===== config.mk =====
export PLATFORM = sky130hd
export DESIGN_NAME = ncd_queue
export DESIGN_NICKNAME = d
export VERILOG_FILES = /design/src/rtl/core/ncd_pkg.sv /design/src/rtl/core/ncd_queue.sv
export SDC_FILE = /design/constraint.sdc
export NUM_CORES = 1
export LEC_CHECK = 0
export ABC_AREA = 1
export BUFFER_PORTS_ARGS = -buffer_cell sky130_fd_sc_hd__buf_4
export CAP_MARGIN = 40
export CORE_MARGIN = 2
export CORE_UTILIZATION = 58
export CTS_CLUSTER_DIAMETER = 60
export DETAILED_ROUTE_END_ITERATION = 8
export MAX_ROUTING_LAYER = met4
export PLACE_DENSITY = 0.81
export SLEW_MARGIN = 20
export SYNTH_ARGS = -nofsm -noshare
export SYNTH_HDL_FRONTEND = slang
export SYNTH_SLANG_ARGS = --single-unit

===== constraint.sdc =====
create_clock -name clk -period 3 [get_ports clk]
set_clock_uncertainty 0.2 [all_clocks]
set_input_delay 0.6 -clock clk [delete_from_list [all_inputs] [get_ports clk]]
set_output_delay 0.6 -clock clk [all_outputs]
set_load 0.02 [all_outputs]

===== src/rtl/core/ncd_pkg.sv =====
// Shared constants and types for the neighbor contrast corner detector.
package ncd_pkg;

    localparam int MAX_WIDTH  = 2048;
    localparam int MAX_HEIGHT = 4096;

    localparam int PIX_W = 8;
    localparam int THR_W = 8;
    localparam int FW_W  = 12;
    localparam int FH_W  = 13;
    localparam int COL_W = $clog2(MAX_WIDTH);
    localparam int ROW_W = $clog2(MAX_HEIGHT);

    localparam int MIN_SIZE         = 3;
    localparam int MIN_CORNER_COUNT = 3;

    localparam int Q_DEPTH = 4;
    localparam int Q_AW    = $clog2(Q_DEPTH);
    localparam int Q_CW    = $clog2(Q_DEPTH + 1);

    localparam int CFG_IDX_W = 2;

    typedef enum logic [CFG_IDX_W-1:0] {
        CFG_THRESHOLD = 2'd0,
        CFG_WIDTH     = 2'd1,
        CFG_HEIGHT    = 2'd2
    } cfg_index_t;

    // One classified pixel travelling from front to back.
    typedef struct packed {
        logic [PIX_W-1:0] pix;
        logic [PIX_W-1:0] top;
        logic [PIX_W-1:0] mid;
        logic             interior;
        logic [COL_W-1:0] col;
        logic [ROW_W-1:0] row;
    } ncd_beat_t;

endpackage


===== src/rtl/core/ncd_queue.sv =====
// Short beat queue between front and back.
module ncd_queue import ncd_pkg::*; (
    input  logic            clk,
    input  logic            rst_n,
    input  logic            push,
    input  ncd_beat_t       push_beat,
    input  logic            pop,
    output logic            head_valid,
    output ncd_beat_t       head_beat,
    output logic [Q_CW-1:0] count
);

    ncd_beat_t       slots [Q_DEPTH];
    logic [Q_AW-1:0] wr_ptr_reg;
    logic [Q_AW-1:0] rd_ptr_reg;
    logic [Q_CW-1:0] count_reg;

    always_ff @(posedge clk or negedge rst_n)
    begin
        if (!rst_n)
        begin
            wr_ptr_reg <= '0;
            rd_ptr_reg <= '0;
            count_reg  <= '0;
        end
        else
        begin
            if (push)
                wr_ptr_reg <= wr_ptr_reg + Q_AW'(1);
            if (pop)
                rd_ptr_reg <= rd_ptr_reg + Q_AW'(1);
            if (push && !pop)
                count_reg <= count_reg + Q_CW'(1);
            else if (pop && !push)
                count_reg <= count_reg - Q_CW'(1);
        end
    end

    always_ff @(posedge clk)
    begin
        if (push)
            slots[wr_ptr_reg] <= push_beat;
    end

    assign head_valid = (count_reg != '0);
    assign head_beat  = slots[rd_ptr_reg];
    assign count      = count_reg;

endmodule


# Yosys cells after proc, flatten, opt, wreduce, memory -nomap -nowiden
# Memory sizes are Yosys's and may differ from the RTL's.
# Cells that the tools add are included.
# totals
register_bits,7
ramBits,192
inputBits,52
out_inout_bits,52
wordCells,18
n_memories,1
# memory_table
name,words,width,read_ports,rd_clocked_by_memory_dff,write_ports,line,text
slots,4,48,1,0,1,ncd_queue.sv:13,ncd_beat_t slots [Q_DEPTH];
# classes
n_addsub,4
n_mux,4
reduce_logical,6
# ops
cell,n
3-bit two-way mux,2
"2-bit by 1-bit adder with 2-bit output, second input constant",2
"3-bit by 1-bit adder with 3-bit output, second input constant",1
3-bit nonzero test,1
"3-bit by 1-bit subtractor with 3-bit output, second input constant",1
1-bit logical AND,2
1-bit logical NOT,2
1-bit two-way mux,2
2-bit nonzero test,1

# Depth between registers and ports, before layout
# Gate-level depths: netlist of run 1.
# logic_depth
ltp_word,4
ltp_mapped,9
mapped_depth_nobuf,9

# Worst setup path after synthesis of run 1
# Ideal clock, no wire load.
# synth_timing
path_type,input to register
start,input port push
end,"memory slots[1][0] (netlist name), enable pin"
setup_ns,0.402
t_arrival_ns,1.830
required_time_ns,2.398
slack_ns,0.567
path_stages,3
n_path_buf,1
cell_sequence,clkbuf_1 -> nand2_1 -> inv_1
# synth_between
elab_chain_cells,2
# synth_lines
element,line,text
from (decl),ncd_queue.sv:5,"input logic push,"
1-bit two-way mux,ncd_queue.sv:41,if (push)
1-bit two-way mux (implied by the code),ncd_queue.sv:42,slots[wr_ptr_reg] <= push_beat;
to (decl),ncd_queue.sv:13,
# No other way between the ends.

==> results of run 1 <==
## per-stage QoR
step	area [um^2]	setup slack [ns]	hold slack (ns)
after CTS	9630	0.109	0.162
after global routing	9650	0.201	0.158
after floorplan	8170	0.567	0.104
after detailed placement	9080	0.563	0.227
final	9650	0.319	0.172
after global placement	9080	0.645	0.220
## synth_stat cells (all sizes together)
cell / instances / area, um^2
edfxtp: 192 / 5770
nand2: 158 / 593
inv: 108 / 405
o211ai: 96 / 811
buf: 28 / 261
dfrtp: 7 / 175
clkbuf: 5 / 18.8
ha: 5 / 62.6
xor2: 3 / 26.3
fa: 1 / 20.0
nand3: 1 / 5.00
nand4: 1 / 6.26
nor2: 1 / 3.75
o21ai: 1 / 5.00
xnor2: 1 / 8.76
## path summary, 6_finish.rpt
check                               from             to  slack (ns)  cells after the start
setup / recovery           rd_ptr_reg[0]  head_beat[11]        0.32                      5
min in group asynchronous          rst_n       count[2]        0.33                      2
max in group asynchronous          rst_n  rd_ptr_reg[0]        2.12                      2
hold reg to reg                 count[2]       count[2]        0.33                      2
hold / removal              push_beat[0]    slots[2][0]        0.17                      1
setup reg to reg           wr_ptr_reg[0]   slots[2][31]        1.04                      5
## power breakdown
group	internal (mW)	total, mW	switching (mW)
clock network	1.21	2.13	0.916
logic	1.49	4.00	2.51
registers	3.65	3.88	0.231
## critical path, stage by stage, from the launching register on
cell      delay [ns]
dfrtp_4         0.66
buf_4           0.36
nand2_1         0.10
o211ai_1        0.09
nand2_1         0.07
buf_4           0.16
## cell families after synthesis
group | count (synthesis) | synth area share [%]
flip-flops | 199 | 72.7
AND/OR/NAND/NOR | 161 | 7.44
buffers and inverters | 141 | 8.39
AO/OA/AOI/OAI | 97 | 9.99
adder cells (fa/ha/maj) | 6 | 1.01
XOR/XNOR | 4 | 0.429
## final cells by class
cell class	count	area, um^2	area share, %
inverter	108	405	4.20
clock inverter	11	109	1.13
tap	180	225	2.33
clock buffer	20	437	4.52
timing repair buffer	120	991	10.3
multi-input combinational	268	1540	16.0
sequential	199	5950	61.6
## metal layers
layer | global-route usage [%] | part of all wire [%] | vias up
met4 | 7.54 | 1.6 | 0
met2 | 38.2 | 52 | 134
met1 | 27.2 | 42 | 2419
met5 | - | 0 | -
li1 | - | - | 2308
met3 | 4.60 | 4.5 | 23
## what timing repair did
item | in CTS | in global routing
endpoints found under the hold margin | 7 | 0
hold buffers | 1 | 0
buffers inserted | 0 | 1
endpoints found under the setup margin | 0 | 1
==> summary.txt, run 1 <==
Cells after DPL -> 873
CTS tree -> yes
Die X -> 123 um
Commonest non-fill, non-tap cell in the layout -> edfxtp_1
Initial antenna violation count -> 0
Post-CTS sizing -> 0
Crit Path Category -> flip-flop to output pin
PwrDens -> 1040 mW/mm^2
Number of port buffers -> 103
Area grow syn2layout -> 18.2%
Insertion delay to the later sink of the worst-skew pair -> 0.42 ns
GRT Resource Usage Total -> 22.6%
VDD IR max -> 0.000677 V
Worst slew pin tran -> 0.539 ns
Netlist cell types -> 19
Ys Warns -> 0
Layout cells sized above 1 -> 23.1%
Grt ovf -> 0
Vias per cell -> 5.39
Status -> finished, final reports clean
Fill count -> 901
# clock sinks -> 199
DR WL/cell -> 17.6 um
Post-Syn Nets -> 666
Netlist Area Pre-Place -> 0.00817 mm^2
Detailed Routing Iterations Pass 1 -> 5
Final hold vios -> 0
Post-route DRC -> 0
Boundary Pins -> 104
Clock transition at path regs -> 0.07 ns
Synth Instances -> 608
Fin. max-slew vios -> 0
Worst Setup End Kind -> output pin
Arrival @ worst endpoint -> 1.88 ns
Post-detailed-route count of antenna-violating nets -> 0
LEAKAGE -> 3.93 nW
Worst-path fanout max -> 27
Avg Inst Size Synth -> 13.4 um^2
Fin Setup TNS -> 0 ns
H-tree depth -> 4
Final core occ -> 69.8%
Maximum clock frequency -> 0.373 GHz
Max Cap Viol -> 0
RSZ-0062 raised after global routing -> no
Fin cells -> 906
Nets@finish -> 772
FP Rows -> 43
Initial Utilization -> 59.1%
Vias -> 4884
TritonCTS Buffers -> 17
First DRT Iteration DRCs -> 391
Fin crit share -> 89.4%
#FFs+latches synth -> 199
Root buf cell -> clkbuf_16
Hold crit path type -> input pin to flip-flop
Post-Route WL -> 16000 um
Sequential area share after synthesis -> 72.7%
Clk buf depth -> 2
Most frequent cells in the layout -> edfxtp_1, nand2_1, buf_4
Vias in the first global route -> 4857
Critical Path RT -> 2.20 ns
Core Box Area -> 0.0138 mm^2
Pin count of the biggest net entering global routing -> 54
N_diodes -> 0
Worst rel slew slack -> 64.0%
CP Launch Type -> flip-flop
Tot Pwr -> 10.0 mW
Detailed Place HPWL -> 9600 um
First-pass GRT wire length -> 24400 um
Largest register FFs -> 192
GP Congestion -> 0.758
Final setup vio count -> 0
Min Tclk post-route -> 2.68 ns
Die Area -> 0.0150 mm^2
Die H -> 123 um
(Power assumes the default switching activity.)
==> run 2: changes to the inputs <==
==> constraint.sdc (replaced) <==
create_clock -name clk -period 2.5 [get_ports clk]
set_clock_uncertainty 0.2 [all_clocks]
set_input_delay 0.5 -clock clk [delete_from_list [all_inputs] [get_ports clk]]
set_output_delay 0.5 -clock clk [all_outputs]
set_load 0.02 [all_outputs]
==> summary.txt, run 2 (same netlist as run 1, synthesis figures left out) <==
Status -> finished, final reports clean (unchanged)
First-pass GRT wire length -> 23800 um (was 24400 um)
Initial Utilization -> 59.1% (unchanged)
Most frequent cells in the layout -> edfxtp_1, nand2_1, buf_4 (unchanged)
Die X -> 123 um (unchanged)
Die Area -> 0.0150 mm^2 (unchanged)
Critical Path RT -> 1.80 ns (was 2.20 ns)
Pin count of the biggest net entering global routing -> 45 (was 54)
Worst Setup End Kind -> output pin (unchanged)
H-tree depth -> 4 (unchanged)
Final hold vios -> 0 (unchanged)
Insertion delay to the later sink of the worst-skew pair -> 0.43 ns (was 0.42 ns)
TritonCTS Buffers -> 17 (unchanged)
GP Congestion -> 0.773 (was 0.758)
DR WL/cell -> 17.1 um (was 17.6 um)
LEAKAGE -> 3.96 nW (was 3.93 nW)
Boundary Pins -> 104 (unchanged)
Grt ovf -> 0 (unchanged)
Post-Route WL -> 15500 um (was 16000 um)
Max Cap Viol -> 0 (unchanged)
Vias per cell -> 5.29 (was 5.39)
Area grow syn2layout -> 19.2% (was 18.2%)
Layout cells sized above 1 -> 24.2% (was 23.1%)
PwrDens -> 1260 mW/mm^2 (was 1040 mW/mm^2)
Detailed Place HPWL -> 9260 um (was 9600 um)
Post-detailed-route count of antenna-violating nets -> 0 (unchanged)
Detailed Routing Iterations Pass 1 -> 4 (was 5)
Reg power frac -> 37.8% (was 38.8%)
Combinational Power Share -> 39.6% (was 40.0%)
Sw Ratio -> 36.4% (was 36.6%)
Vias in the first global route -> 4801 (was 4857)
CP Launch Type -> flip-flop (unchanged)
Number of port buffers -> 103 (unchanged)
First DRT Iteration DRCs -> 303 (was 391)
Hold crit path type -> input pin to flip-flop (unchanged)
Die H -> 123 um (unchanged)
Clk buf depth -> 2 (unchanged)
# clock sinks -> 199 (unchanged)
Clock transition at path regs -> 0.07 ns (about the same)
Root buf cell -> clkbuf_16 (unchanged)
Commonest non-fill, non-tap cell in the layout -> edfxtp_1 (unchanged)
Pint -> 7.77 mW (was 6.34 mW)
Largest register FFs -> 192 (unchanged)
Setup WS post-layout -> 0.0611 ns (was 0.319 ns)
Tot Pwr -> 12.2 mW (was 10.0 mW)
Place WS -> 0.432 ns (was 0.563 ns)
Post-CTS sizing -> 0 (unchanged)
Net Sw Power -> 4.45 mW (was 3.66 mW)
Maximum clock frequency -> 0.410 GHz
RSZ-0062 raised after global routing -> yes (was no)
Crit Path Category -> flip-flop to output pin (unchanged)
Arrival @ worst endpoint -> 1.74 ns (was 1.88 ns)
Vias -> 4805 (was 4884)
Clock power share -> 22.7% (was 21.3%)
N_diodes -> 0 (unchanged)
Worst-path fanout max -> 36 (was 27)
CTS tree -> yes (unchanged)
FP Rows -> 43 (unchanged)
Worst rel slew slack -> 67.7% (was 64.0%)
Worst slew pin tran -> 0.484 ns (was 0.539 ns)
GRT Resource Usage Total -> 22.4% (was 22.6%)
Initial antenna violation count -> 0 (unchanged)
Min Tclk post-route -> 2.44 ns
Final setup vio count -> 0 (unchanged)
Fin crit share -> 97.6%
Post-route DRC -> 0 (unchanged)
Core Box Area -> 0.0138 mm^2 (unchanged)
VDD IR max -> 0.000931 V (was 0.000677 V)
Fin. max-slew vios -> 0 (unchanged)
Nets@finish -> 773 (was 772)
[run 2: changes by cell type in the layout (fill, tap and decap cells not counted), sizes merged]
cell / change
clkbuf: -2
inv: +2
bufinv: +1
clkinvlp: +4
clkinv: -4
buf: +1
[run 2: final cells by class]
cell class / count / area (um^2)
Multi-Input combinational cell: 268 / 1540
Tap cell: 180 / 225
Timing Repair Buffer: 121 / 1010
Clock inverter: 14 / 175
Clock buffer: 18 / 429
Fill cell: 885 / 4090
Inverter: 108 / 405
Sequential cell: 199 / 5950
[run 2: metal layers]
| layer | vias up | global-route usage [%] | share of wire, % |
|---|---|---|---|
| li1 | 2311 | - | - |
| met1 | 2339 | 27.2 | 42 |
| met2 | 130 | 36.5 | 51 |
| met3 | 25 | 4.65 | 4.7 |
| met4 | 0 | 10.1 | 2.2 |
| met5 | - | - | 0 |
[run 2: power by group through the flow]
stage	sequential [mW]	clock [mW]	combinational [mW]
2_1_floorplan	4.63	0	3.19
3_3_place_gp	4.67	0	4.66
3_5_place_dp	4.71	0	4.79
4_1_cts	4.62	2.80	4.88
5_1_grt	4.66	2.94	5.24
6_report	4.61	2.77	4.83
[run 2: critical path, cell delays in order, from the launching register on]
cell and delay, ns:
dfrtp_4 0.58, buf_12 0.21, o211ai_1 0.21, nand2_1 0.12, buf_4 0.17
[run 2: what timing repair did]
action / 4_1_cts / 5_1_grt
hold endpoints to repair: 7 / 0
hold buffers: 1 / 0
pin swaps: 0 / 1
setup endpoints to repair: 17 / 13
buffers inserted: 1 / 1
cloned: 0 / 0
[run 2: worst paths after layout]
kind                       depth (start not counted)          start            end  slack (ns)
max                                                4  rd_ptr_reg[0]   head_beat[6]        0.06
min                                                1  push_beat[29]   slots[2][29]        0.06
max reg2reg                                        5  wr_ptr_reg[0]   slots[0][11]        0.71
min reg2reg                                        2       count[2]       count[2]        0.32
max in group asynchronous                          2          rst_n  rd_ptr_reg[0]        1.74
min in group asynchronous                          2          rst_n       count[0]        0.22
[run 2: per-stage QoR]
stage,TNS [ns],hold slack [ns],instance area [um^2],cells,util (%)
2_1_floorplan,0,0.00441,8170,608,-
3_3_place_gp,0,0.119,9100,873,65.8
3_5_place_dp,0,0.123,9100,873,65.8
4_1_cts,0,0.0444,9730,907,70.3
5_1_grt,-0.00730,0.0404,9730,908,70.4
6_report,0,0.0552,9730,908,70.4
==> run 3: changes to the inputs <==
--- a/config.mk
+++ b/config.mk
@@ -12,6 +12,7 @@
 export CORE_UTILIZATION = 58
 export CTS_CLUSTER_DIAMETER = 60
 export DETAILED_ROUTE_END_ITERATION = 8
+export GPL_TIMING_DRIVEN = 0
 export MAX_ROUTING_LAYER = met4
 export PLACE_DENSITY = 0.81
 export SLEW_MARGIN = 20
==> summary.txt, run 3 (same netlist as run 1, synthesis figures left out) <==
Arrival @ worst endpoint -> 1.75 ns (was 1.74 ns)
Pin count of the biggest net entering global routing -> 49 (was 45)
Initial Utilization -> 59.1% (unchanged)
Worst reg-to-reg setup slack -> 0.51 ns (was 0.71 ns)
CTS tree -> yes (unchanged)
VDD IR max -> 0.000717 V (was 0.000931 V)
Slowest stage delay, CP -> 0.37 ns (was 0.58 ns)
H-tree depth -> 4 (unchanged)
Critical Path RT -> 1.80 ns (about the same)
Fin crit share -> 98.1% (was 97.6%)
Top routing layer in use -> met4 (unchanged)
First-pass GRT wire length -> 26900 um (was 23800 um)
Buffers plus inverters on the worst setup path -> 4 (was 2)
Grt ovf -> 0 (unchanged)
Met2 wire length -> 9480 um (was 7960 um)
Die H -> 123 um (unchanged)
Slowest library cell on the worst path -> dfrtp_1 (was dfrtp_4)
PwrDens -> 1310 mW/mm^2 (was 1260 mW/mm^2)
R2R Path End -> slots[2][19] (was slots[0][11])
Maximum clock frequency -> 0.408 GHz (was 0.410 GHz)
Status -> finished, final reports clean (unchanged)
Vias -> 5092 (was 4805)
Max Cap Viol -> 0 (unchanged)
Worst reg2reg path depth -> 4 (was 5)
Vias per cell -> 5.51 (was 5.29)
Detailed Place HPWL -> 10400 um (was 9260 um)
Post-route DRC -> 0 (unchanged)
LEAKAGE -> 4.05 nW (was 3.96 nW)
First DRT Iteration DRCs -> 444 (was 303)
HP Start -> push_beat[34] (was push_beat[29])
Final hold vios -> 0 (unchanged)
Stages on the worst setup path -> 6 (was 4)
Area grow syn2layout -> 20.9% (was 19.2%)
Post-CTS setup buffer count -> 0 (was 1)
Metal-1 WL -> 7120 um (was 6490 um)
RSZ-0062 raised after global routing -> no (was yes)
Clock transition at path regs -> 0.07 ns (about the same)
Worst-path fanout max -> 10 (was 36)
Crit path cell chain -> buf_6 -> buf_6 -> buf_6 -> o211ai_1 -> nand2_1 -> buf_4 (was buf_12 -> o211ai_1 -> nand2_1 -> buf_4)
Hold-critical path depth -> 1 (unchanged)
Root buf cell -> clkbuf_16 (unchanged)
Clk buf depth -> 2 (unchanged)
Largest register FFs -> 192 (unchanged)
Fill count -> 878 (was 885)
Boundary Pins -> 104 (unchanged)
Commonest non-fill, non-tap cell in the layout -> edfxtp_1 (unchanged)
Vias in the first global route -> 5298 (was 4801)
Insertion delay to the later sink of the worst-skew pair -> 0.44 ns (was 0.43 ns)
Min Tclk post-route -> 2.45 ns (was 2.44 ns)
N_diodes -> 0 (unchanged)
Worst Setup End Kind -> output pin (unchanged)
Detailed Routing Iterations Pass 1 -> 5 (was 4)
Start of the worst register-to-register path -> wr_ptr_reg[0] (unchanged)
Critical path startpoint -> rd_ptr_reg[0] (unchanged)
Layout cells sized above 1 -> 25.3% (was 24.2%)
Post-detailed-route count of antenna-violating nets -> 0 (unchanged)
Die X -> 123 um (unchanged)
Initial antenna violation count -> 0 (unchanged)
Hold crit path type -> input pin to flip-flop (unchanged)
Met3 WL -> 916 um (was 729 um)
Nets@finish -> 789 (was 773)
TritonCTS Buffers -> 17 (unchanged)
Post-Route WL -> 17700 um (was 15500 um)
Critical path's top delay family -> buffers and inverters (was flip-flops)
Tot Pwr -> 12.9 mW (was 12.2 mW)
Most frequent cells in the layout -> edfxtp_1, nand2_1, buf_4 (unchanged)
Fin. max-slew vios -> 0 (unchanged)
Final setup vio count -> 0 (unchanged)
FP Rows -> 43 (unchanged)
Min-Delay Endpoint -> slots[0][34] (was slots[2][29])
Worst rel slew slack -> 50.5% (was 67.7%)
CP dominant cell by count -> buf_6
GRT Resource Usage Total -> 25.4% (was 22.4%)
DR WL/cell -> 19.2 um (was 17.1 um)
Hold Slack -> 0.0576 ns (was 0.0552 ns)
# clock sinks -> 199 (unchanged)
Core Box Area -> 0.0138 mm^2 (unchanged)
Die Area -> 0.0150 mm^2 (unchanged)
CP Launch Type -> flip-flop (unchanged)
Worst slew pin tran -> 0.742 ns (was 0.484 ns)
Crit Path Category -> flip-flop to output pin (unchanged)
Number of port buffers -> 103 (unchanged)
GP Congestion -> 0.746 (was 0.773)
[run 3: cell types whose count changed in the layout (fill, tap and decap cells not counted), moves of 2 or more]
cell       before  now
inv_4           0    4
dfrtp_1         5    7
inv_2           5    1
bufinv_16       3    6
clkbuf_2        0    4
buf_12          8    0
clkbuf_1        1    3
buf_4         112  108
buf_6           0   18
inv_6           2    0
buf_2           0    4
[run 3: per-layer routing]
layer	GRT usage [%]	vias up
met5	-	-
met4	10.1	0
met3	5.99	21
met2	42.2	174
met1	30.0	2557
li1	-	2340
[run 3: how the worst max path moves through the flow]
stage	endpoint	slack, ns
3_5_place_dp	head_beat[19]	0.31
4_1_cts	head_beat[37]	0.02
2_1_floorplan	slots[1][0]	0.17
5_1_grt	head_beat[37]	0.008
6_report	head_beat[37]	0.05
3_3_place_gp	slots[0][10]	-0.69
[run 3: timing repair]
action,in CTS,in global routing
resized for setup,6,2
pin swaps,0,1
endpoints found under the hold margin,7,0
endpoints found under the setup margin,31,1
hold buffers,1,0
[run 3: final cells by class]
| cell class | instances | area, um^2 | area share [%] |
|---|---|---|---|
| sequential | 199 | 5940 | 60.1 |
| multi-input combinational | 268 | 1540 | 15.6 |
| timing repair buffer | 104 | 783 | 7.93 |
| clock buffer | 20 | 447 | 4.52 |
| inverter | 108 | 415 | 4.21 |
| buffer | 33 | 299 | 3.03 |
| clock inverter | 12 | 226 | 2.29 |
| tap | 180 | 225 | 2.28 |
[run 3: through the flow]
step                      worst slack, ns  setup TNS (ns)  utilization, %  cells  area, um^2
after global routing              0.00841               0            71.4    924        9880
after CTS                          0.0171               0            71.4    924        9870
after detailed placement            0.314               0            66.4    891        9180
after global placement             -0.686         -129.56            66.3    891        9170
after floorplan                     0.167               0               -    608        8170
final                              0.0475               0            71.4    924        9880
[run 3: power by group]
part / switching, mW / leakage (nW) / internal, mW
clock network: 1.17 / 0.309 / 1.90
logic: 3.32 / 1.89 / 1.95
registers: 0.206 / 1.85 / 4.38
total: 4.70 / 4.05 / 8.23
