### config.mk
export PLATFORM = sky130hd
export DESIGN_NAME = ncd_back_flat
export DESIGN_NICKNAME = d
export VERILOG_FILES = /design/src/rtl/core/ncd_pkg.sv /design/src/rtl/core/ncd_if.sv /design/src/rtl/core/ncd_back.sv /design/src/flat_wrapper.sv
export SDC_FILE = /design/constraint.sdc
export NUM_CORES = 1
export LEC_CHECK = 0
export ABC_AREA = 1
export BUFFER_PORTS_ARGS = -buffer_cell sky130_fd_sc_hd__buf_4
export CAP_MARGIN = 20
export CORE_MARGIN = 1.5
export CORE_UTILIZATION = 40
export CTS_BUF_LIST = sky130_fd_sc_hd__clkbuf_8
export DETAILED_ROUTE_END_ITERATION = 7
export SLEW_MARGIN = 20
export SYNTH_ARGS = -nofsm -noshare
export SYNTH_HDL_FRONTEND = slang
export SYNTH_SLANG_ARGS = --single-unit
### constraint.sdc
create_clock -name clk -period 7.1 [get_ports clk]
set_input_delay 0.71 -clock clk [delete_from_list [all_inputs] [get_ports clk]]
set_output_delay 0.71 -clock clk [all_outputs]
set_load 0.02 [all_outputs]
### src/rtl/core/ncd_pkg.sv
// Shared constants and types for the neighbor contrast corner detector.
package ncd_pkg;

    localparam int MAX_WIDTH  = 2048;
    localparam int MAX_HEIGHT = 4096;

    localparam int PIX_W = 8;
    localparam int THR_W = 8;
    localparam int FW_W  = 12;
    localparam int FH_W  = 13;
    localparam int COL_W = $clog2(MAX_WIDTH);
    localparam int ROW_W = $clog2(MAX_HEIGHT);

    localparam int MIN_SIZE         = 3;
    localparam int MIN_CORNER_COUNT = 3;

    localparam int Q_DEPTH = 4;
    localparam int Q_AW    = $clog2(Q_DEPTH);
    localparam int Q_CW    = $clog2(Q_DEPTH + 1);

    localparam int CFG_IDX_W = 2;

    typedef enum logic [CFG_IDX_W-1:0] {
        CFG_THRESHOLD = 2'd0,
        CFG_WIDTH     = 2'd1,
        CFG_HEIGHT    = 2'd2
    } cfg_index_t;

    // One classified pixel travelling from front to back.
    typedef struct packed {
        logic [PIX_W-1:0] pix;
        logic [PIX_W-1:0] top;
        logic [PIX_W-1:0] mid;
        logic             interior;
        logic [COL_W-1:0] col;
        logic [ROW_W-1:0] row;
    } ncd_beat_t;

endpackage

### src/rtl/core/ncd_if.sv


interface ncd_corner_if import ncd_pkg::*; ();
    logic             valid;
    logic             ready;
    logic [COL_W-1:0] corner_column;
    logic [ROW_W-1:0] corner_row;

    modport source (output valid, output corner_column, output corner_row, input ready);
    modport sink (input valid, input corner_column, input corner_row, output ready);
endinterface


### src/rtl/core/ncd_back.sv
// Back end: 3x3 window, contrast test and output register.
module ncd_back import ncd_pkg::*; (
    input  logic             clk,
    input  logic             rst_n,
    input  logic [THR_W-1:0] contrast_threshold,
    input  logic             head_valid,
    input  ncd_beat_t        head_beat,
    output logic             pop,
    ncd_corner_if.source     corner
);

    // win[0..2]: column c-2 (top, mid, bottom); win[3..5]: column c-1.
    logic [PIX_W-1:0] win_reg [6];
    logic             out_valid_reg;
    logic [COL_W-1:0] out_col_reg;
    logic [ROW_W-1:0] out_row_reg;

    logic [PIX_W-1:0] nb [8];
    logic [PIX_W:0]   hi_lim;
    logic [PIX_W:0]   centre_ext;
    logic [3:0]       bright_cnt;
    logic [3:0]       dark_cnt;
    logic             hit;

    always_comb
    begin
        nb[0] = win_reg[0];
        nb[1] = win_reg[1];
        nb[2] = win_reg[2];
        nb[3] = win_reg[3];
        nb[4] = win_reg[5];
        nb[5] = head_beat.top;
        nb[6] = head_beat.mid;
        nb[7] = head_beat.pix;

        centre_ext = {1'b0, win_reg[4]};
        hi_lim     = centre_ext + {1'b0, contrast_threshold};
        bright_cnt = '0;
        dark_cnt   = '0;
        for (int k = 0; k < 8; k++)
        begin
            // darker: nb < centre - t, rewritten as nb + t < centre
            if ({1'b0, nb[k]} > hi_lim)
                bright_cnt = bright_cnt + 4'd1;
            else if (({1'b0, nb[k]} + {1'b0, contrast_threshold}) < centre_ext)
                dark_cnt = dark_cnt + 4'd1;
        end
        hit = head_beat.interior
              && ((bright_cnt >= 4'(MIN_CORNER_COUNT)) || (dark_cnt >= 4'(MIN_CORNER_COUNT)));
    end

    assign pop = head_valid && (!out_valid_reg || corner.ready);

    always_ff @(posedge clk or negedge rst_n)
    begin
        if (!rst_n)
        begin
            out_valid_reg <= 1'b0;
            for (int i = 0; i < 6; i++)
                win_reg[i] <= '0;
        end
        else
        begin
            if (pop)
            begin
                out_valid_reg <= hit;
                win_reg[0]    <= win_reg[3];
                win_reg[1]    <= win_reg[4];
                win_reg[2]    <= win_reg[5];
                win_reg[3]    <= head_beat.top;
                win_reg[4]    <= head_beat.mid;
                win_reg[5]    <= head_beat.pix;
            end
            else if (corner.ready)
            begin
                out_valid_reg <= 1'b0;
            end
        end
    end

    always_ff @(posedge clk)
    begin
        if (pop && hit)
        begin
            out_col_reg <= head_beat.col;
            out_row_reg <= head_beat.row;
        end
    end

    assign corner.valid         = out_valid_reg;
    assign corner.corner_column = out_col_reg;
    assign corner.corner_row    = out_row_reg;

endmodule

### src/flat_wrapper.sv
// flat-port wrapper written by rule: the top's interface ports become plain ports
module ncd_back_flat import ncd_pkg::*;
  (clk, rst_n, contrast_threshold, head_valid, head_beat, pop, corner_valid, corner_corner_column, corner_corner_row, corner_ready);
  ncd_corner_if corner_i ();
  input  logic clk;
  input  logic rst_n;
  input  logic [THR_W-1:0] contrast_threshold;
  input  logic head_valid;
  input  ncd_beat_t head_beat;
  output logic pop;
  output wire logic [$bits(corner_i.valid)-1:0] corner_valid;
  output wire logic [$bits(corner_i.corner_column)-1:0] corner_corner_column;
  output wire logic [$bits(corner_i.corner_row)-1:0] corner_corner_row;
  input wire logic [$bits(corner_i.ready)-1:0] corner_ready;
  assign corner_valid = corner_i.valid;
  assign corner_corner_column = corner_i.corner_column;
  assign corner_corner_row = corner_i.corner_row;
  assign corner_i.ready = corner_ready;
  ncd_back u_core (.clk(clk), .rst_n(rst_n), .contrast_threshold(contrast_threshold), .head_valid(head_valid), .head_beat(head_beat), .pop(pop), .corner(corner_i));
endmodule
## Word-level counts from Yosys, hierarchy flattened

Cells that the tools add are included.

- Reduce and logical (&&, ||, !) cells: 7
- Order comparisons: 18
- Muxes and demuxes: 26
- $add $sub $neg: 23

Operator list:

| kind | count |
|---|---|
| $mux W4 | 22 |
| $add A8 B8 Y9 | 9 |
| $gt A8 B9 Y1 | 8 |
| $lt A9 B8 Y1 | 8 |
| $add A4 B1 Y4 const B | 13 |
| $ge A4 B2 Y1 const B | 2 |
| $mux W1 | 4 |
| $logic_and A1 B1 Y1 | 3 |
| $add A1 B1 Y2 const B | 1 |
| $logic_or A1 B1 Y1 | 2 |
| $reduce_bool A2 Y1 | 1 |
| $logic_not A1 Y1 | 1 |

- Output and inout port bits: 25
- Logic and storage cells: 83
- Input bits: 60
- Bits in registers: 72

## Longest topological paths before layout

Gate-level depths: netlist of run 1.

- Depth in word-level cells: 29
- Mapped depth: 50
- Depth with buffers taken out: 50

## Least setup slack after synthesis of run 1

Ideal clock, no wire load.

- Path type: input-to-reg
- Start: input contrast_threshold[2]
- End: register u_core.out_col_reg[0], in the netlist u_core.corner.corner_column[0] (enable)
- Path buffers: 0
- Required time: 6.722 ns
- Data arrival time: 6.550 ns
- Setup slack: 0.173 ns
- Library setup time: 0.378 ns
- Stages on the path: 48
- Path through: ha_1 a21oi_1 nand2_1 nand2_1 a21oi_1 nor2_1 inv_1 a21oi_1 o21ai_0 xnor2_1 ha_1 nand2_1 inv_1 nand3_1 nor2_1 nor2_1 nand2_1 nand2_1 [12 not listed] nand2_1 nand3_1 nand3_1 nand2_1 ha_1 nand2_1 nand2_2 ha_1 inv_1 nor2_1 nand2_1 nand3_1 nor2_1 nand2_1 nor2_1 nand2_1 nand2_1 inv_1

- Cells in the longest elaborated chain, start to end: 29
- Elaborated cells on any way between the ends: 68
- Those cells by class: add/sub (23); order compare (18); mux (24); reduce/logical (3)

Ends and longest elaborated chain:

| what | RTL line | text |
|---|---|---|
| start, declared | flat_wrapper.sv:7 | `input logic [THR_W-1:0] contrast_threshold;` |
| $add A8 B8 Y9 | ncd_back.sv:45 | `else if (({1'b0, nb[k]} + {1'b0, contrast_threshold}) < centre_ext)` |
| $lt A9 B8 Y1 | ncd_back.sv:45 |  |
| $mux W1 | ncd_back.sv:45 |  |
| $mux W4 | ncd_back.sv:43 | `if ({1'b0, nb[k]} > hi_lim)` |
| $add A4 B1 Y4 | ncd_back.sv:46 | `dark_cnt = dark_cnt + 4'd1;` |
| $mux W4 | ncd_back.sv:45 |  |
| $mux W4 | ncd_back.sv:43 |  |
| $add A4 B1 Y4 | ncd_back.sv:46 |  |
| [13 not listed] | n/a |  |
| $mux W4 | ncd_back.sv:43 |  |
| $add A4 B1 Y4 | ncd_back.sv:46 |  |
| $mux W4 | ncd_back.sv:45 |  |
| $mux W4 | ncd_back.sv:43 |  |
| $ge A4 B2 Y1 | ncd_back.sv:49 | `&& ((bright_cnt >= 4'(MIN_CORNER_COUNT)) \|\| (dark_cnt >= 4'(MIN_CORNER_COUNT)));` |
| $logic_or A1 B1 Y1 (*) | ncd_back.sv:49 |  |
| $logic_and A1 B1 Y1 (*) | ncd_back.sv:49 |  |
| $logic_and A1 B1 Y1 (*) | ncd_back.sv:83 | `if (pop && hit)` |
| end signal, assigned | ncd_back.sv:85 | `out_col_reg <= head_beat.col;` |
| end, declared | ncd_back.sv:15 | `logic [COL_W-1:0] out_col_reg;` |

Mark *: on every way between the ends. The rest lies on a longest branch, timed or not.
A chain may end at the register's enable or synchronous reset.

## Final worst setup path of run 1

- Start: input contrast_threshold[0]
- End: register u_core.out_col_reg[6], in the netlist u_core.corner.corner_column[6] (enable)

The elaborated chain is that of the path after synthesis.

==> metrics.yaml, run 1 <==
outcome:
  status: "finished clean"
setup_path:
  crit_top_cell: "nand2_1"
  critPathSlowestCell: "fa_1"
  slowest_delay_ps: 390
  crit_arrival_ps: 6700
  required_ps: 7240
  timing_worst_setup_path_type: "in2reg"
  crit_path_end_kind: "flip-flop"
  critPathTopFamily: "adder cells"
  startpoint_type: "input pin"
  crit_path_max_fanout: 23
  crit_buf_inv: 9
timing:
  slew_violations: 0
  hold_ws_ps: 392
  setup_viol: 0
  tightest_slew_ps: 1020
  max_freq_ghz: 0.152
  slew_headroom: 0.301
  skew_ps: 8.72
  hold_violations: 0
  fin_crit_sh: 0.924
  layout_min_cycle_time_ps: 6560
  layout_setup_ws_ps: 543
  final.setup.tns_ps: 0
power:
  p_int_mw: 2.24
  switching_power_mw: 2.57
  seq_power_share: 0.148
  switching_share: 0.534
  power_frac_comb: 0.781
  p_clk_frac: 0.071
  worst_ir_drop_vdd_uv: 197
  p_leak_nw: 5.86
  powerDensity_nw_per_um2: 447
clocking:
  clock_path_buffers: 2
  clock_latency_ps: 380
  cts_max_level: 3
  numCtsBuffers: 9
  clkSinkCount: 72
  cts_tree: "built"
  clk_pin_slew_ps: 100
  root_buffer: "clkbuf_8"
placement:
  pre_cts_slack_ps: -82.2
  gp_congestion: 0.891
  placed_area_um2: 10400
  io_buffers: 84
  placed_cells: 1649
  hpwl_mm: 20.6
logic_synthesis:
  yosysWarningCount: 0
  netlist.area_leader.share: 0.268
  synth-xor-area-share: 0.0505
  synth_edf_count: 23
  yosys.area_share.adder: 0.288
  avgSynthCellArea_um2: 7.33
  synth_top_area_cell: "ha_1"
  synth_top_family_by_area: "adder cells"
  synth_nets: 1520
  synth_ff_type: "dfrtp_1"
  syn_area_um2: 9200
  postSynthCellCount: 1254
  synth_compound_area_frac: 0.126
  ys_types: 40
  synthMuxAreaShare: 0
  seq_area_frac_synth: 0.208
  synthSimpleGateAreaFrac: 0.239
  synth_seq_cells: 72
  synth.area.top_cells: "ha_1, dfrtp_1, nand2_1"
  async_reset_ff_frac: 0.681
detailed_routing:
  drt_iter0_drc: 357
  first_pass_iters: 5
  totalWireLength_mm: 26.1
  wire_per_inst_um: 15.6
  via_per_inst: 5.13
  num_vias: 8560
  drc: 0
  ant_nets: 0
final_layout:
  multiInputGateArea_um2: 6570
  seq_area_um2: 1920
  drive_gt1_frac: 0.143
  area_growth_pct: 16.9
  stdcell_area_um2: 10800
  fin_cells: 1668
  nNetsFinal: 1644
  diodes: 0
  num-fill-cells: 2275
hold_path:
  hold_class: "in2async"
grt:
  grt_max_degree: 62
  grt_usage: 0.224
  antenna_found_initial: 0
  grt_pass1_vias: 8302
  overflow: 0
  grt_pass1_wl_mm: 41.7
floorplan:
  coreArea_um2: 22600
  io_pins: 85
  initial_core_util: 0.407
  die_width_um: 155
  dieArea_um2: 23900
  rows: 55
  die_h_um: 155
flow_run:
  drv_cap: 0
power groups by stage:
stage / clock [mW] / combinational, mW / sequential [mW]
2_1_floorplan: 0 / 2.49 / 0.784
3_3_place_gp: 0 / 3.55 / 0.717
3_5_place_dp: 0 / 3.62 / 0.719
4_1_cts: 0.350 / 3.64 / 0.711
5_1_grt: 0.365 / 4.31 / 0.730
6_report: 0.340 / 3.76 / 0.711
final timing paths:
kind | startpoint | to | slack [ps] | depth (start not counted)
worst min register to register | u_core.nb[40]$_DFFE_PN0P_ | u_core.nb[40]$_DFFE_PN0P_ | 530 | 2
worst max register to register | u_core.nb[48]$_DFFE_PN0P_ | u_core.corner.corner_column[6]$_DFFE_PP_ | 610 | 44
max in group asynchronous | rst_n | u_core.nb[34]$_DFFE_PN0P_ | 6200 | 1
min in group clk | head_beat[11] | u_core.corner.corner_row[11]$_DFFE_PP_ | 490 | 1
worst min-delay path | rst_n | u_core.nb[28]$_DFFE_PN0P_ | 390 | 1
worst max-delay path | contrast_threshold[0] | u_core.corner.corner_column[6]$_DFFE_PP_ | 540 | 45
final cells by class:
| type | count | area share |
|---|---|---|
| Clock buffer | 9 | 0.0115 |
| Sequential cell | 72 | 0.178 |
| Tap cell | 285 | 0.0332 |
| Clock inverter | 7 | 0.00570 |
| Multi-Input combinational cell | 964 | 0.611 |
| Timing Repair Buffer | 123 | 0.0874 |
| Inverter | 208 | 0.0726 |
sequential cells by signal, indices dropped and copies added, names as in the netlist:
register and count:
u_core.nb 40, u_core.corner.corner_column 11, u_core.corner.corner_row 12, u_core.centre_ext 8, u_core.corner.valid 1
timing repair:
item	in CTS	in global routing
gates resized for setup	0	27
hold buffers	0	0
setup buffers	0	3
setup endpoints to repair	0	24
per-stage QoR:
| step | power, mW | utilization |
|---|---|---|
| 3_3_place_gp | 4.27 | 0.462 |
| 5_1_grt | 5.41 | 0.476 |
| 3_5_place_dp | 4.34 | 0.462 |
| 4_1_cts | 4.70 | 0.470 |
| 2_1_floorplan | 3.27 | - |
| 6_report | 4.81 | 0.476 |
synth_stat cells, types with 5 or more instances:
master    count
a211oi_1      5
a21oi_1      74
clkbuf_1     10
dfrtp_1      49
edfxtp_1     23
fa_1          9
ha_1        197
inv_1       202
inv_2         5
nand2_1     297
nand2_2      15
nand3_1      85
nand3_2       8
nand4_1      14
nor2_1       61
nor2_2        5
nor3_1        7
o211ai_1     13
o21a_1       13
o21ai_0      67
o21bai_1      8
xnor2_1      22
xor2_1       31
per-layer routing:
metal	vias to the layer above	global-route usage	wire [µm]
li1	4419	-	-
met5	-	0	0
met1	3969	0.287	12100
met3	34	0.0263	689
met2	138	0.400	12800
met4	0	0.0568	461
logic make-up after synthesis:
family / count (synthesis)
AOI/OAI and AO/OA: 200
DFF: 72
adders and majority gates: 206
buffers and inverters: 218
xor gates and xnor gates: 53
and+or+nand+nor: 505
placed cells by master, fill, tap and decap left out, drive strengths merged, types with 4 or more instances in the layout:
cell / synthesis / final
o211ai: 13 / 13
nand2: 314 / 314
o21bai: 8 / 8
clkbuf: 10 / 9
inv: 207 / 211
xnor2: 22 / 22
fa: 9 / 9
nand4: 14 / 14
nand3b: 4 / 4
xor2: 31 / 31
a211oi: 5 / 5
nand3: 93 / 93
dfrtp: 49 / 49
nor2: 66 / 66
a21oi: 76 / 76
a21o: 4 / 4
o21a: 13 / 13
edfxtp: 23 / 23
o21ai: 71 / 71
buf: 0 / 123
nor3: 7 / 7
ha: 197 / 197
worst reg2reg max path, delay by kind of cell, from the launching register on:
kind / cells / cell delay [ps]
compound gates: 5 / 970
xor+xnor: 1 / 140
fa+ha+maj: 8 / 2160
buf+inv: 9 / 840
flops: 1 / 360
simple gates: 21 / 1720
No activity file was read; power rests on OpenSTA's default activity.
==> run 2, diff against run 1 <==
--- a/config.mk
+++ b/config.mk
@@ -12,6 +12,7 @@
 export CORE_UTILIZATION = 40
 export CTS_BUF_LIST = sky130_fd_sc_hd__clkbuf_8
 export DETAILED_ROUTE_END_ITERATION = 7
+export MAX_ROUTING_LAYER = met4
 export SLEW_MARGIN = 20
 export SYNTH_ARGS = -nofsm -noshare
 export SYNTH_HDL_FRONTEND = slang
==> metrics.yaml, run 2 (synthesized netlist as in run 1, its figures left out) <==
clocking:
  root_buffer: "clkbuf_8"
  clkSinkCount: 72
  cts_tree: "built"
  clk_pin_slew_ps: 100
  clock_path_buffers: 2
  cts_max_level: 3
  numCtsBuffers: 9
  clock_latency_ps: 380
hold_path:
  hold_class: "in2async"
placement:
  pre_cts_slack_ps: -82.2
  placed_area_um2: 10400
  placed_cells: 1649
  hpwl_mm: 20.6
  io_buffers: 84
  gp_congestion: 0.907
detailed_routing:
  totalWireLength_mm: 26.1
  ant_nets: 0
  first_pass_iters: 5
  drc: 0
  via_per_inst: 5.12
  drt_iter0_drc: 351
  num_vias: 8537
  wire_per_inst_um: 15.6
floorplan:
  die_width_um: 155
  io_pins: 85
  dieArea_um2: 23900
  die_h_um: 155
  rows: 55
  coreArea_um2: 22600
  initial_core_util: 0.407
final_layout:
  largest_reg_flops: 40
  fin_cells: 1668
  fin_util: 0.476
  final_cell_mix: "nand2_1, inv_1, ha_1, buf_4, nand3_1"
  final_common_cell: "nand2_1"
  drive_gt1_frac: 0.143
  nNetsFinal: 1644
  stdcell_area_um2: 10800
  area_growth_pct: 16.9
  diodes: 0
timing:
  fin_crit_sh: 0.924
  tightest_slew_ps: 1030
  slew_headroom: 0.298
  layout_min_cycle_time_ps: 6560
  hold_ws_ps: 392
  skew_ps: 8.81
  max_freq_ghz: 0.152
  hold_violations: 0
  setup_viol: 0
  slew_violations: 0
  final.setup.tns_ps: 0
  layout_setup_ws_ps: 540
setup_path:
  crit_path_max_fanout: 23
  required_ps: 7240
  crit_buf_inv: 9
  slowest_delay_ps: 390
  crit_top_cell: "nand2_1"
  critPathSlowestCell: "fa_1"
  timing_worst_setup_path_type: "in2reg"
  crit_path_end_kind: "flip-flop"
  crit_arrival_ps: 6700
  startpoint_type: "input pin"
  critPathTopFamily: "adder cells"
grt:
  overflow: 0
  grt_pass1_vias: 8297
  grt_max_degree: 62
  grt_usage: 0.231
  grt_pass1_wl_mm: 41.7
  antenna_found_initial: 0
power:
  worst_ir_drop_vdd_uv: 196
  power_mw: 4.81
  p_leak_nw: 5.86
  powerDensity_nw_per_um2: 447
outcome:
  status: "finished clean"
flow_run:
  drv_cap: 0
-- run 2: cell counts in the layout (fill, tap and decap cells not counted) --
Identical to the previous run, type by type.
-- run 2: repair_timing --
| item | CTS | global route |
|---|---|---|
| hold buffers | 0 | 0 |
| resized for setup | 0 | 27 |
| endpoints found under the setup margin | 0 | 24 |
| buffers inserted | 0 | 3 |
-- run 2: path summary, 6_finish.rpt --
| check | from | end | slack (ps) | depth (start not counted) |
|---|---|---|---|---|
| setup / recovery | contrast_threshold[0] | u_core.corner.corner_column[6]$_DFFE_PP_ | 540 | 45 |
| hold / removal | rst_n | u_core.nb[28]$_DFFE_PN0P_ | 390 | 1 |
| setup reg to reg | u_core.nb[48]$_DFFE_PN0P_ | u_core.corner.corner_column[6]$_DFFE_PP_ | 610 | 44 |
| hold reg to reg | u_core.centre_ext[6]$_DFFE_PN0P_ | u_core.centre_ext[6]$_DFFE_PN0P_ | 530 | 2 |
| max in group asynchronous | rst_n | u_core.nb[34]$_DFFE_PN0P_ | 6200 | 1 |
| min in group clk | head_beat[11] | u_core.corner.corner_row[11]$_DFFE_PP_ | 500 | 1 |
-- run 2: area by class of cell --
cell class	count	area, µm²
fill	2275	11800
multi-input combinational	964	6570
sequential	72	1920
timing repair buffer	123	940
inverter	208	781
tap	285	357
clock buffer	9	124
clock inverter	7	61.3
-- run 2: layer usage --
layer	global-route usage	wire length, µm	vias up
li1	-	-	4417
met1	0.287	12100	3947
met2	0.400	12700	143
met3	0.0261	764	30
met4	0.0568	424	0
met5	-	0	-
-- run 2: where the power goes --
part	internal, mW	total [mW]	switching, mW
Combinational	1.50	3.76	2.26
Clock	0.134	0.339	0.205
Sequential	0.609	0.711	0.102
==> run 3, diff against run 2 <==
--- a/config.mk
+++ b/config.mk
@@ -13,6 +13,7 @@
 export CTS_BUF_LIST = sky130_fd_sc_hd__clkbuf_8
 export DETAILED_ROUTE_END_ITERATION = 7
 export MAX_ROUTING_LAYER = met4
+export PLACE_DENSITY = 0.59
 export SLEW_MARGIN = 20
 export SYNTH_ARGS = -nofsm -noshare
 export SYNTH_HDL_FRONTEND = slang
==> constraint.sdc (replaced) <==
create_clock -name clk -period 7.1 [get_ports clk]
set_input_delay 0.71 -clock clk [delete_from_list [all_inputs] [get_ports clk]]
set_output_delay 0.71 -clock clk [all_outputs]
set_load 0.005 [all_outputs]
==> metrics.yaml, run 3 (synthesized netlist as in run 1, its figures left out) <==
timing:
  hold_violations: 0
  max_freq_ghz: 0.151
  skew_ps: 8.40
  slew_violations: 0
  layout_setup_ws_ps: 479
  tightest_slew_ps: 1030
  setup_viol: 0
  layout_min_cycle_time_ps: 6620
  fin_crit_sh: 0.933
  slew_headroom: 0.297
setup_path:
  crit_top_cell: "nand2_1"
  required_ps: 7240
  slowest_delay_ps: 340
  timing_worst_setup_path_type: "in2reg"
  r2r-end: "u_core.corner.corner_row[4]$_DFFE_PP_"
  crit_path_max_fanout: 23
  r2r_slack_ps: 530
  crit_arrival_ps: 6760
  critPathSlowestCell: "ha_1"
  cp-startpoint: "contrast_threshold[2]"
  rr_worst_depth: 44
  r2r_start: "u_core.nb[48]$_DFFE_PN0P_"
  crit_path_end_kind: "flip-flop"
  startpoint_type: "input pin"
  worstSetupEndpoint: "u_core.corner.corner_row[4]$_DFFE_PP_"
clocking:
  clock_path_buffers: 2
  numCtsBuffers: 9
  clkSinkCount: 72
  root_buffer: "clkbuf_8"
  clock_latency_ps: 380
  cts_max_level: 3
  clk_pin_slew_ps: 100
  cts_tree: "built"
power:
  p_clk_frac: 0.080
  p_int_mw: 2.23
  seq_power_share: 0.151
  powerDensity_nw_per_um2: 437
  switching_power_mw: 2.48
  worst_ir_drop_vdd_uv: 193
  p_leak_nw: 5.88
  power_frac_comb: 0.769
  switching_share: 0.526
final_layout:
  area_growth_pct: 17.4
  nNetsFinal: 1645
  fin_util: 0.478
  final_cell_mix: "nand2_1, inv_1, ha_1, buf_4, nand3_1"
  diodes: 0
  drive_gt1_frac: 0.147
  largest_reg_flops: 40
  final_common_cell: "nand2_1"
grt:
  antenna_found_initial: 0
  grt_usage: 0.230
  grt_max_degree: 62
  overflow: 0
  grt_pass1_wl_mm: 41.8
  grt_pass1_vias: 8266
detailed_routing:
  totalWireLength_mm: 26.2
  num_vias: 8603
  ant_nets: 0
  first_pass_iters: 6
  wire_per_inst_um: 15.7
  drt_iter0_drc: 436
  via_per_inst: 5.15
  drc: 0
floorplan:
  coreArea_um2: 22600
  io_pins: 85
  die_width_um: 155
  dieArea_um2: 23900
  initial_core_util: 0.407
  die_h_um: 155
  rows: 55
placement:
  pre_cts_slack_ps: -95.5
  io_buffers: 84
  hpwl_mm: 20.5
  gp_congestion: 0.909
hold_path:
  hold_class: "in2async"
flow_run:
  drv_cap: 0
outcome:
  status: "finished clean"
-- run 3: metrics by stage --
step	TNS (ps)	cells	total power, mW	area, µm²	hold slack, ps
2_1_floorplan	0	1254	3.18	9200	414
3_3_place_gp	0	1647	4.16	10400	501
3_5_place_dp	-2160	1647	4.22	10400	510
4_1_cts	0	1663	4.63	10600	424
5_1_grt	-1100	1669	5.33	10800	457
6_report	0	1669	4.71	10800	411
-- run 3: worst min path at each step --
stage	endpoint	slack, ps	cells after the start
6_report	u_core.nb[29]$_DFFE_PN0P_	410	1
5_1_grt	u_core.nb[27]$_DFFE_PN0P_	460	1
4_1_cts	u_core.nb[61]$_DFFE_PN0P_	420	1
3_5_place_dp	u_core.nb[42]$_DFFE_PN0P_	510	2
3_3_place_gp	u_core.centre_ext[6]$_DFFE_PN0P_	500	2
2_1_floorplan	u_core.centre_ext[0]$_DFFE_PN0P_	410	0
-- run 3: layout make-up --
type,count,area (µm²)
sequential,72,1920
inverter,208,781
clock buffer,9,124
multi-input combinational,964,6580
fill,2288,11800
timing repair buffer,124,951
clock inverter,7,86.3
tap,285,357
-- run 3: per-layer routing --
metal / track usage / wire [µm]
met3: 0.0247 / 773
met1: 0.284 / 12200
met4: 0.0646 / 546
met2: 0.397 / 12700
met5: - / 0
-- run 3: power by group through the flow --
stage	clock [mW]	combinational, mW	sequential, mW
6_report	0.379	3.62	0.712
5_1_grt	0.406	4.20	0.725
4_1_cts	0.391	3.53	0.711
3_5_place_dp	0	3.51	0.718
3_3_place_gp	0	3.45	0.717
2_1_floorplan	0	2.48	0.698
-- run 3: worst max-delay path, delay by kind of cell --
| family | cells | cell delay, ps |
|---|---|---|
| compound gates | 5 | 620 |
| xor+xnor | 1 | 270 |
| fa+ha+maj | 8 | 2310 |
| buf+inv | 6 | 520 |
| simple gates | 26 | 2310 |
-- run 3: what timing repair did --
| item | in CTS | in global routing |
|---|---|---|
| endpoints found under the hold margin | 0 | 0 |
| hold buffers | 0 | 0 |
| setup endpoints to repair | 0 | 24 |
| setup buffers | 0 | 6 |
| gates resized for setup | 0 | 32 |
